$ cat config.mk
export PLATFORM = sky130hd
export DESIGN_NAME = scem_ram
export DESIGN_NICKNAME = d
export VERILOG_FILES = /design/src/hw/rtl/spatial_chunk_hash_entity_map_top_assert.svh /design/src/hw/rtl/scem_ram.sv
export SDC_FILE = /design/constraint.sdc
export NUM_CORES = 1
export LEC_CHECK = 0
export BUFFER_PORTS_ARGS = -buffer_cell sky130_fd_sc_hd__buf_2
export CORE_ASPECT_RATIO = 0.5
export CORE_MARGIN = 8
export CORE_UTILIZATION = 45
export DETAILED_ROUTE_END_ITERATION = 7
export GPL_TIMING_DRIVEN = 0
export SETUP_SLACK_MARGIN = 0.5
export SKIP_LAST_GASP = 1
export SYNTH_ARGS = -nofsm -noshare
export SYNTH_HDL_FRONTEND = slang
export SYNTH_SLANG_ARGS = --single-unit
$ cat constraint.sdc
create_clock -name clk -period 2.3 [get_ports clk]
set_input_delay 0.46 -clock clk [delete_from_list [all_inputs] [get_ports clk]]
set_output_delay 0.46 -clock clk [all_outputs]
set_load 0.1 [all_outputs]
$ cat src/hw/rtl/spatial_chunk_hash_entity_map_top_assert.svh
// ---------------------------------------------------------------------------
// Assertion macros for the spatial chunk map
// Concurrent assertion wrappers that compile away in synthesis.
// ---------------------------------------------------------------------------
`ifndef SPATIAL_CHUNK_HASH_ENTITY_MAP_TOP_ASSERT_SVH
`define SPATIAL_CHUNK_HASH_ENTITY_MAP_TOP_ASSERT_SVH
`ifndef SYNTHESIS
// Checked on every clock edge outside reset.
`define SCEM_ASSERT(lbl, prop, msg) \
  lbl: assert property (@(posedge clk) disable iff (!rst_n) prop) else $error(msg);
// Checked on every clock edge, reset included.
`define SCEM_ASSERT_RST(lbl, prop, msg) \
  lbl: assert property (@(posedge clk) prop) else $error(msg);
`else
`define SCEM_ASSERT(lbl, prop, msg)
`define SCEM_ASSERT_RST(lbl, prop, msg)
`endif
`endif

$ cat src/hw/rtl/scem_ram.sv
// ---------------------------------------------------------------------------
// scem_ram
// Generic single-write, single-read RAM with a registered read.
// ---------------------------------------------------------------------------
module scem_ram #(
  parameter int WIDTH = 8,
  parameter int DEPTH = 16
) (
  input  logic                     clk,
  input  logic                     we,
  input  logic [$clog2(DEPTH)-1:0] waddr,
  input  logic [WIDTH-1:0]         wdata,
  input  logic [$clog2(DEPTH)-1:0] raddr,
  output logic [WIDTH-1:0]         rdata
);

  logic [WIDTH-1:0] mem [DEPTH];

  always_ff @(posedge clk) begin
    if (we) begin
      mem[waddr] <= wdata;
    end
    rdata <= mem[raddr];
  end

endmodule

# After elaboration in Yosys (flattened, before gate mapping)
# Memory sizes are Yosys's and may differ from the RTL's. A register that Yosys moved wholly into a read port is not among the register bits.
# Index checks and enable logic that the tools add are counted.
# word_totals
mem_bits_ro	0
word_cells	3
regBits	0
input_bits	18
n_memories	1
latch_bits	0
ram_bits	128
# classes
n_mux	2
n_eq_ne	0
shift	0
n_bitwise	0
n_reduce_logical	0
div	0
order_cmp	0
addsub	0
n_mul	0
# memory_table
memory	words	word_bits	read_ports	rd_ports_with_merged_regs	wr	line	rtl
mem	16	8	1	1	1	scem_ram.sv:17	logic [WIDTH-1:0] mem [DEPTH];
# op_table
operator	n
1-bit two-way mux	2

# Depth between registers and ports, before layout
# logic_depth
ltp_word	2
mapped_depth	5

# Worst setup path after synthesis
# Ideal clock, no wire load.
# synth_path
path_kind	input to register
from	input port waddr[2]
to	memory mem[0][0], enable pin
cell_stages	2
path_slack_ps	347
required_ps	1917
arrival_ps	1570
path_cell_list	or3b_2 > nor3_1
# synth_lines
item	line	rtl
start, declared	scem_ram.sv:11	input logic [$clog2(DEPTH)-1:0] waddr,
end, declared	scem_ram.sv:17	
# No word-level cell before the write port.

# Worst setup path after layout
# layout_path
from	input port waddr[2]
to	memory mem[8][3], enable pin
# No word-level cell before the write port.

==> flow_summary.toml <==
[clocking]
root_buffer = "clkbuf_16"
cts_tree = "yes"
clock-sinks = 136
postCtsSetupBuffers = 0
cts_max_level = 4
clock_latency_ps = 410
ctsResizeCount = 1
postCtsHoldBufs = 0
cts_buffers = 17
clk_pin_slew_worst_paths_ps = 50
cts_buffer_depth = 2

[timing]
hold_viol = 0
fin_tns_setup_ps = 0
tightest_slew_ps = 1220
rsz0062_at_grt = "false"
clock-skew-final_ps = 6.53
fin_crit_sh_pct = 75.7
slew_headroom_pct = 17.9
setup_violations = 0
clock.fmax_mhz = 575
period_minus_slack_ps = 1740
slew_viol_final = 0

[synth]
synth_top_family_by_area = "multiplexers"
synthCells = 229
synth_warnings = 0
ys_seq_elements = 136
synth_nets = 247
synthXorXnorAreaFrac_pct = 0
synth_adder_area_share_pct = 0
synthMuxAreaShare_pct = 15.0
yosysUniqueCellTypes = 19
avgSynthCellArea_um2 = 22.5
synth-compound-area-share_pct = 2.33
synthesis.area_um2 = 5150
synthArstFlopShare_pct = 0
synth_edf_count = 128
ys_seq_area_share_pct = 77.8
synth-simple-area-share_pct = 3.18
yosys_most_used_dff = "edfxtp_1"

[setup_path]
path_cells = "buf_2, nand3b_1, nor3_1"
arrival_ps = 1760
path_buf_inv = 1
start_kind = "primary input"
worstPathRequired_ps = 2320
critical_path_class = "in -> reg"
end_kind = "flop"
crit_slowest_cell = "nor3_1"
cp_max_fo = 8
cpPeakStageDelay_ps = 960
crit_family = "simple AND/OR/NAND/NOR gates"

[worst_hold_path]
hp-class = "in -> reg"

[layout]
utilization_pct = 53.9
drive_gt1_share_pct = 29.1
nets = 290
fillers = 861
finalNonFillerCells = 430
syn2layout_area_growth_pct = 16.1
antenna_cells = 0
multiInputGateArea_um2 = 1070
regArea_um2 = 4000

[power]
seqPwrFrac_pct = 50.5
powerDensity_nw_per_um2 = 923
switching_share_pct = 22.5
max-vdd-ir-drop_v = 0.000570
intPower_w = 0.00427
clkPwrFrac_pct = 42.5
p_leak_nw = 1.99
p_sw_w = 0.00124
combPwrFrac_pct = 7.0

[grt]
grt-ovfl-total = 0
grt_pass1_wl_um = 15300
grt_antenna_before_repair = 0
grt_pass1_vias = 2588
grt_use_total_pct = 14.0
grt_max_degree = 17

[place]
placedCellCount = 398
dp_hpwl_um = 6660
place_congestion = 0.737
io_buffers = 24

[drt]
dr.max_layer_used = "met4"
antenna_left = 0
met3_length_um = 737
avgViaCountPerCell = 5.60
wl_met2_um = 5070
first_pass_iters = 4
drt_iter0_markers = 279
wl_per_cell_um = 23.7
drt_wl_total_um = 10200
m1WireLength_um = 4260
drc_errors = 0
vias = 2406

[floorplanning]
io_pins = 26
die_h_um = 91.6
start_util_pct = 46.5
die-area_um2 = 15300
fp-row-count = 27
core_um2 = 11100
die-width_um = 167

[job]
max_cap_violations = 0

[outcome]
outcome = "complete, no violations"
[kinds of logic (layout without fill, tap and decap cells)]
group	after synthesis	in the layout
flip-flops	136	136
AND/OR/NAND/NOR	35	35
AO/OA/AOI/OAI	16	16
multiplexers	32	32
buffers and inverters	10	66
[worst paths after layout]
path	start	to	slack, ps	cells past startpoint
hold reg to reg	mem[7][0]	rdata[0]	690	3
hold / removal	wdata[4]	mem[3][4]	440	1
setup / recovery	waddr[2]	mem[8][3]	560	3
setup reg to reg	mem[9][1]	rdata[1]	620	3
[cell type report]
class,instances,area share [%]
clock inverter,9,0.880
buffer,10,1.45
sequential,136,67.0
clock buffer,23,7.66
multi-input combinational,83,17.9
timing repair buffer,24,2.01
tap,145,3.04
[synthesized netlist by cell type (3+ instances only)]
library cell / number / area [um^2]
edfxtp_1: 128 / 3840
mux4_2: 18 / 405
a22oi_1: 16 / 120
mux4_1: 14 / 368
nor2_1: 13 / 48.8
nand2_1: 9 / 33.8
dfxtp_1: 8 / 160
nor3_1: 4 / 20.0
buf_2: 3 / 15.0
buf_6: 3 / 33.8
clkdlybuf4s25_2: 3 / 30.0
[state kept, by name, indices dropped and copies added (netlist names)]
name / cells
mem: 128
rdata: 8
[per-layer routing]
layer	vias up	global-route usage, %
li1	1060	-
met1	1267	17.7
met2	70	22.8
met3	9	4.02
met4	0	5.90
met5	-	0
[power by group through the flow]
stage                     registers, W  logic, W  clock network, W
after floorplan                0.00295  0.000141                 0
after global placement         0.00283  0.000382                 0
after detailed placement       0.00284  0.000389                 0
after CTS                      0.00279  0.000391           0.00238
after global routing           0.00279  0.000407           0.00249
final                          0.00278  0.000385           0.00235
[through the flow]
stage | cell area [um^2] | power, W | hold slack, ps | setup WS, ps
final | 5970 | 0.00551 | 441 | 560
after global routing | 5970 | 0.00568 | 446 | 503
after CTS | 5970 | 0.00555 | 440 | 508
after detailed placement | 5450 | 0.00322 | 688 | -62.4
after global placement | 5450 | 0.00321 | 669 | 24.1
after floorplan | 5150 | 0.00310 | 559 | 574
[cells in the final DEF (no fill, tap or decap)]
master / netlist / routed
clkbuf_1: 0 / 5
buf_2: 3 / 27
clkbuf_16: 0 / 17
nand3b_1: 2 / 2
dfxtp_1: 8 / 8
mux4_1: 14 / 14
nor2b_1: 1 / 1
and2_1: 1 / 1
or3b_2: 1 / 1
nand2_1: 9 / 9
nor3_1: 4 / 1
nand3_1: 1 / 1
buf_4: 1 / 1
nor3_2: 0 / 3
and2b_1: 1 / 1
nand2b_1: 2 / 2
mux4_2: 18 / 18
clkinvlp_4: 0 / 3
nor2_1: 13 / 13
a22oi_1: 16 / 16
buf_6: 3 / 3
clkinv_2: 0 / 6
clkdlybuf4s25_2: 3 / 3
edfxtp_1: 128 / 128
clkbuf_8: 0 / 1
Note: power is estimated with default switching activity, not from simulation.
