**src/hw/rtl/spatial_chunk_hash_entity_map_top_assert.svh**
```systemverilog
// ---------------------------------------------------------------------------
// Assertion macros for the spatial chunk map
// Concurrent assertion wrappers that compile away in synthesis.
// ---------------------------------------------------------------------------
`ifndef SPATIAL_CHUNK_HASH_ENTITY_MAP_TOP_ASSERT_SVH
`define SPATIAL_CHUNK_HASH_ENTITY_MAP_TOP_ASSERT_SVH
`ifndef SYNTHESIS
// Checked on every clock edge outside reset.
`define SCEM_ASSERT(lbl, prop, msg) \
  lbl: assert property (@(posedge clk) disable iff (!rst_n) prop) else $error(msg);
// Checked on every clock edge, reset included.
`define SCEM_ASSERT_RST(lbl, prop, msg) \
  lbl: assert property (@(posedge clk) prop) else $error(msg);
`else
`define SCEM_ASSERT(lbl, prop, msg)
`define SCEM_ASSERT_RST(lbl, prop, msg)
`endif
`endif

```
**src/hw/rtl/scem_pkg.sv**
```systemverilog
// ---------------------------------------------------------------------------
// scem_pkg
// Shared types and default sizes of the spatial chunk map.
// ---------------------------------------------------------------------------
package scem_pkg;

  localparam int SCEM_HASH_SLOTS      = 4096;
  localparam int SCEM_OVERFLOW_CHUNKS = 1024;
  localparam int SCEM_SPARE_BLOCKS    = 4096;
  localparam int SCEM_ENTRIES_PER_BLK = 16;
  localparam int SCEM_ENTITY_BITS     = 16;

  localparam int SCEM_COORD_W = 26;
  localparam int SCEM_INDEX_W = 16;

  typedef enum logic [1:0] {
    ST_APPLIED = 2'd0,
    ST_SAME    = 2'd1,
    ST_CPOOL   = 2'd2,
    ST_BPOOL   = 2'd3
  } status_t;

  typedef enum logic [4:0] {
    S_CLEAR, S_IDLE, S_HASH, S_LK_CHK, S_NMETA,
    S_TB_META, S_TB_SCAN, S_RM, S_RM_WR, S_AB_META, S_COPY, S_AB_FREE,
    S_INS, S_CLAIM, S_IN_META, S_SP_FREE, S_SP_SET, S_SP_LINK, S_DONE
  } state_t;

endpackage

```
**src/hw/rtl/scem_hash.sv**
```systemverilog
// ---------------------------------------------------------------------------
// scem_hash
// Home slot of a chunk: 19x + 7y + 3z kept to the slot index bits.
// ---------------------------------------------------------------------------
module scem_hash
  import scem_pkg::*;
#(
  parameter int SW = 12
) (
  input  logic [SCEM_COORD_W-1:0] x,
  input  logic [SCEM_COORD_W-1:0] y,
  input  logic [SCEM_COORD_W-1:0] z,
  output logic [SW-1:0]           slot
);

  logic [SW-1:0] xs, ys, zs, tx, ty, tz;

  // Only the low bits survive the mask, so the sign extension never matters.
  assign xs = x[SW-1:0];
  assign ys = y[SW-1:0];
  assign zs = z[SW-1:0];
  assign tx = (xs << 4) + (xs << 1) + xs;
  assign ty = (ys << 3) - ys;
  assign tz = (zs << 1) + zs;
  assign slot = tx + ty + tz;

endmodule

```
**config.mk**
```make
export PLATFORM = sky130hd
export DESIGN_NAME = scem_hash
export DESIGN_NICKNAME = d
export VERILOG_FILES = /design/src/hw/rtl/spatial_chunk_hash_entity_map_top_assert.svh /design/src/hw/rtl/scem_pkg.sv /design/src/hw/rtl/scem_hash.sv
export SDC_FILE = /design/constraint.sdc
export NUM_CORES = 1
export LEC_CHECK = 0
export ABC_CLOCK_PERIOD_IN_PS = 6600
export BUFFER_PORTS_ARGS = -buffer_cell sky130_fd_sc_hd__buf_2
export CORE_ASPECT_RATIO = 0.9
export CORE_MARGIN = 8
export CORE_UTILIZATION = 42
export DETAILED_ROUTE_END_ITERATION = 10
export PLACE_DENSITY = 0.77
export SLEW_MARGIN = 20
export SYNTH_ARGS = -nofsm -noshare
export SYNTH_HDL_FRONTEND = slang
export SYNTH_SLANG_ARGS = --single-unit
```
**constraint.sdc**
```tcl
create_clock -name vclk -period 6.6
set_input_delay 0.33 -clock vclk [all_inputs]
set_output_delay 0.33 -clock vclk [all_outputs]
set_load 0.1 [all_outputs]
```
## Yosys cells after proc, flatten, opt, wreduce, memory -nomap -nowiden

Index checks and enable logic that the tools add are counted.
W data, S select, Z words.

| operators by class | value |
|---|---|
| add/subtract/negate cells | 6 |

Operators with widths:

| operator | number |
|---|---|
| $add A12 B12 Y12 | 5 |
| $sub A12 B12 Y12 | 1 |

| word-level totals | value |
|---|---|
| bits in registers | 0 |
| output and inout bits | 12 |
| logic and storage cells | 6 |

## Longest topological paths before layout

| logic depth | value |
|---|---|
| depth in word-level cells | 4 |
| mapped depth | 16 |
| mapped depth without buffers | 16 |

## Least setup slack after synthesis

OpenSTA, ideal clock, no wires.

| timing | value |
|---|---|
| path kind | input to output |
| from | input port z[5] |
| to | output port slot[11] |
| arrival | 5128 ps |
| path buffers | 0 |
| path slack | 1142 ps |
| cell stages on the path | 15 |
| data required time | 6270 ps |
| cell sequence | inv_1 > fa_1 > inv_1 > fa_1 > fa_1 > inv_1 > fa_1 > inv_1 > ha_1 > nor2b_1 > o21ai_0 > a21boi_0 > o21ai_0 > a21oi_1 > xnor2_1 |

| on the way | value |
|---|---|
| cells in the longest elaborated chain, start to end | 2 |

Ends and longest elaborated chain:

| element | RTL line | text |
|---|---|---|
| start, declared | scem_hash.sv:12 | `input logic [SCEM_COORD_W-1:0] z,` |
| $add A12 B12 Y12 | scem_hash.sv:24 | `assign tz = (zs << 1) + zs;` |
| $add A12 B12 Y12 | scem_hash.sv:25 | `assign slot = tx + ty + tz;` |
| end, declared | scem_hash.sv:13 | `output logic [SW-1:0] slot` |

Every way passes these cells.

## Final worst setup path

| timing | value |
|---|---|
| from | input port y[4] |
| to | output port slot[11] |

| on the way | value |
|---|---|
| cells in the longest elaborated chain, start to end | 3 |

Ends and longest elaborated chain:

| element | RTL line | text |
|---|---|---|
| start, declared | scem_hash.sv:11 | `input logic [SCEM_COORD_W-1:0] y,` |
| $sub A12 B12 Y12 | scem_hash.sv:23 | `assign ty = (ys << 3) - ys;` |
| $add A12 B12 Y12 (2 in series) | scem_hash.sv:25 |  |

Every way passes these cells.

==> run summary <==
Status: completed
Commonest non-fill, non-tap cell in the layout: inv_1
Rows: 21
Share of layout cells above drive strength 1: 0.238
FFs & Latches: 0
Placer Congestion: 0.771
Die Y-Extent: 74.4 µm
Antenna violations before repair: 0
Crit Path Class: input port to primary output
Final-report setup violation count: 0
Vias in the first global route: 1340
Crit path capture: slot[11]
Hold_ws: 1.30 ns
FF+latch area: 0 µm²
CP max FO: 2
Final Util: 0.514
Placed cell count: 256
Maxcap violations: 0
Via count: 1147
Gr ovfl total: 0
Met1 wire length: 1180 µm
Synth-to-Final Area Change: 18.7%
Commonest non-fill, non-tap cells in the layout: inv_1 (65), buf_2 (48), fa_1 (45)
Antenna viol nets, final: 0
# clk buffers: 0
Largest net degree at the start of global routing: 5
Avg WL per Cell: 11.6 µm
DP HPWL: 3030 µm
Via/cell ratio: 4.48
Core footprint: 3680 µm²
Final setup TNS: 0 ns
Mean post-synth cell area: 9.83 µm²
Initial drt markers: 21
Cells after synthesis: 162
Die width: 80.9 µm
RSZ-0062 raised after global routing: false
Max-slew violation count: 0
Final wirelength: 2970 µm
Ys Warns: 0
# nets final: 350
Metal3 WL: 246 µm
# hold bufs at CTS: 0
Die area: 6020 µm²
Register area share after synthesis: 0
Iteration count of the initial detailed-routing pass: 4
Gr usage total: 0.110
Slew HR: 0.673
Worst-margin pin slew: 0.493 ns
Non-filler cells in the finished layout: 256
CP arrival: 4.52 ns
First-pass GRT wire length: 5430 µm
Final Cycle Share: 0.735
Fmax: 0.206 GHz
PostCTS Resize Cnt: 0
DRC: 0
N_diodes: 0
Max Used Layer: met3
Critical path origin: y[4]
Crit start category: input port
Metal2 WL: 1540 µm
Worst Path Required: 6.27 ns
Post-synthesis net count: 300
Boundary Pins: 90
Crit. End Element: primary output
Minimum clock period: 4.85 ns
Mapped Area: 1590 µm²
Port Buffers: 48
Number of stages on the worst hold path: 3
Hold/Removal Path Class: input port to primary output
Synth cell types: 17
Initial Util: 0.433
Post-CTS setup buffer count: 0
Fin. Hold Viols: 0
## worst min-delay path by stage
stage	startpoint	end	slack (ns)
2_1_floorplan	x[0]	slot[0]	1.21
3_3_place_gp	x[0]	slot[0]	1.31
3_5_place_dp	x[0]	slot[0]	1.31
4_1_cts	x[0]	slot[0]	1.31
5_1_grt	x[0]	slot[0]	1.34
6_report	x[0]	slot[0]	1.30
## synth_stat cells
master	count	share of area
inv_1	65	0.15
fa_1	45	0.57
xnor2_1	17	0.093
ha_1	15	0.12
nand2_1	3	0.0071
nor2_1	3	0.0071
a21oi_1	2	0.0063
nor2b_1	2	0.0079
o21ai_0	2	0.0063
a21boi_0	1	0.0047
a21o_1	1	0.0047
a21oi_2	1	0.0055
nor3_1	1	0.0031
o21ai_1	1	0.0031
o311ai_1	1	0.0055
or2_2	1	0.0039
or4_1	1	0.0047
## metrics by stage
step,cell area [µm²],setup slack [ns]
after floorplan,1590,1.14
final,1890,1.75
after CTS,1890,1.71
after global placement,1890,1.78
after global routing,1890,1.47
after detailed placement,1890,1.73
## worst max-delay path: stages
cell and delay [ns]:
buf_2 0.10, inv_1 0.06, fa_1 0.48, fa_1 0.51, fa_1 0.53, fa_1 0.55, inv_1 0.07, fa_1 0.45
nor2b_1 0.13, o21ai_0 0.11, a21boi_0 0.28, o21ai_0 0.15, a21oi_1 0.19, xnor2_1 0.14, buf_2 0.45
## cell type report
type | count | area (µm²)
well taps | 46 | 57.6
multi-input cells | 97 | 1350
repair buffers | 48 | 240
fillers | 344 | 1790
inverters | 65 | 244
## per-layer routing
metal  vias up  global-route usage
met5         -                   0
met4         0                   0
met3         0              0.0181
met2        34               0.206
met1       561               0.135
li1        552                   -
## kinds of logic (layout without fill, tap and decap cells)
| logic type | Yosys count | after routing | synth area share |
|---|---|---|---|
| AO/OA/AOI/OAI | 9 | 9 | 0.0361 |
| AND/OR/NAND/NOR | 11 | 11 | 0.0338 |
| buffers and inverters | 65 | 113 | 0.153 |
| adder cells (fa/ha/maj) | 60 | 60 | 0.683 |
| XOR/XNOR | 17 | 17 | 0.0935 |
Power is left out: the tool's default activity adds up to more than one toggle a clock period on the data nets, which glitch-free logic cannot reach.
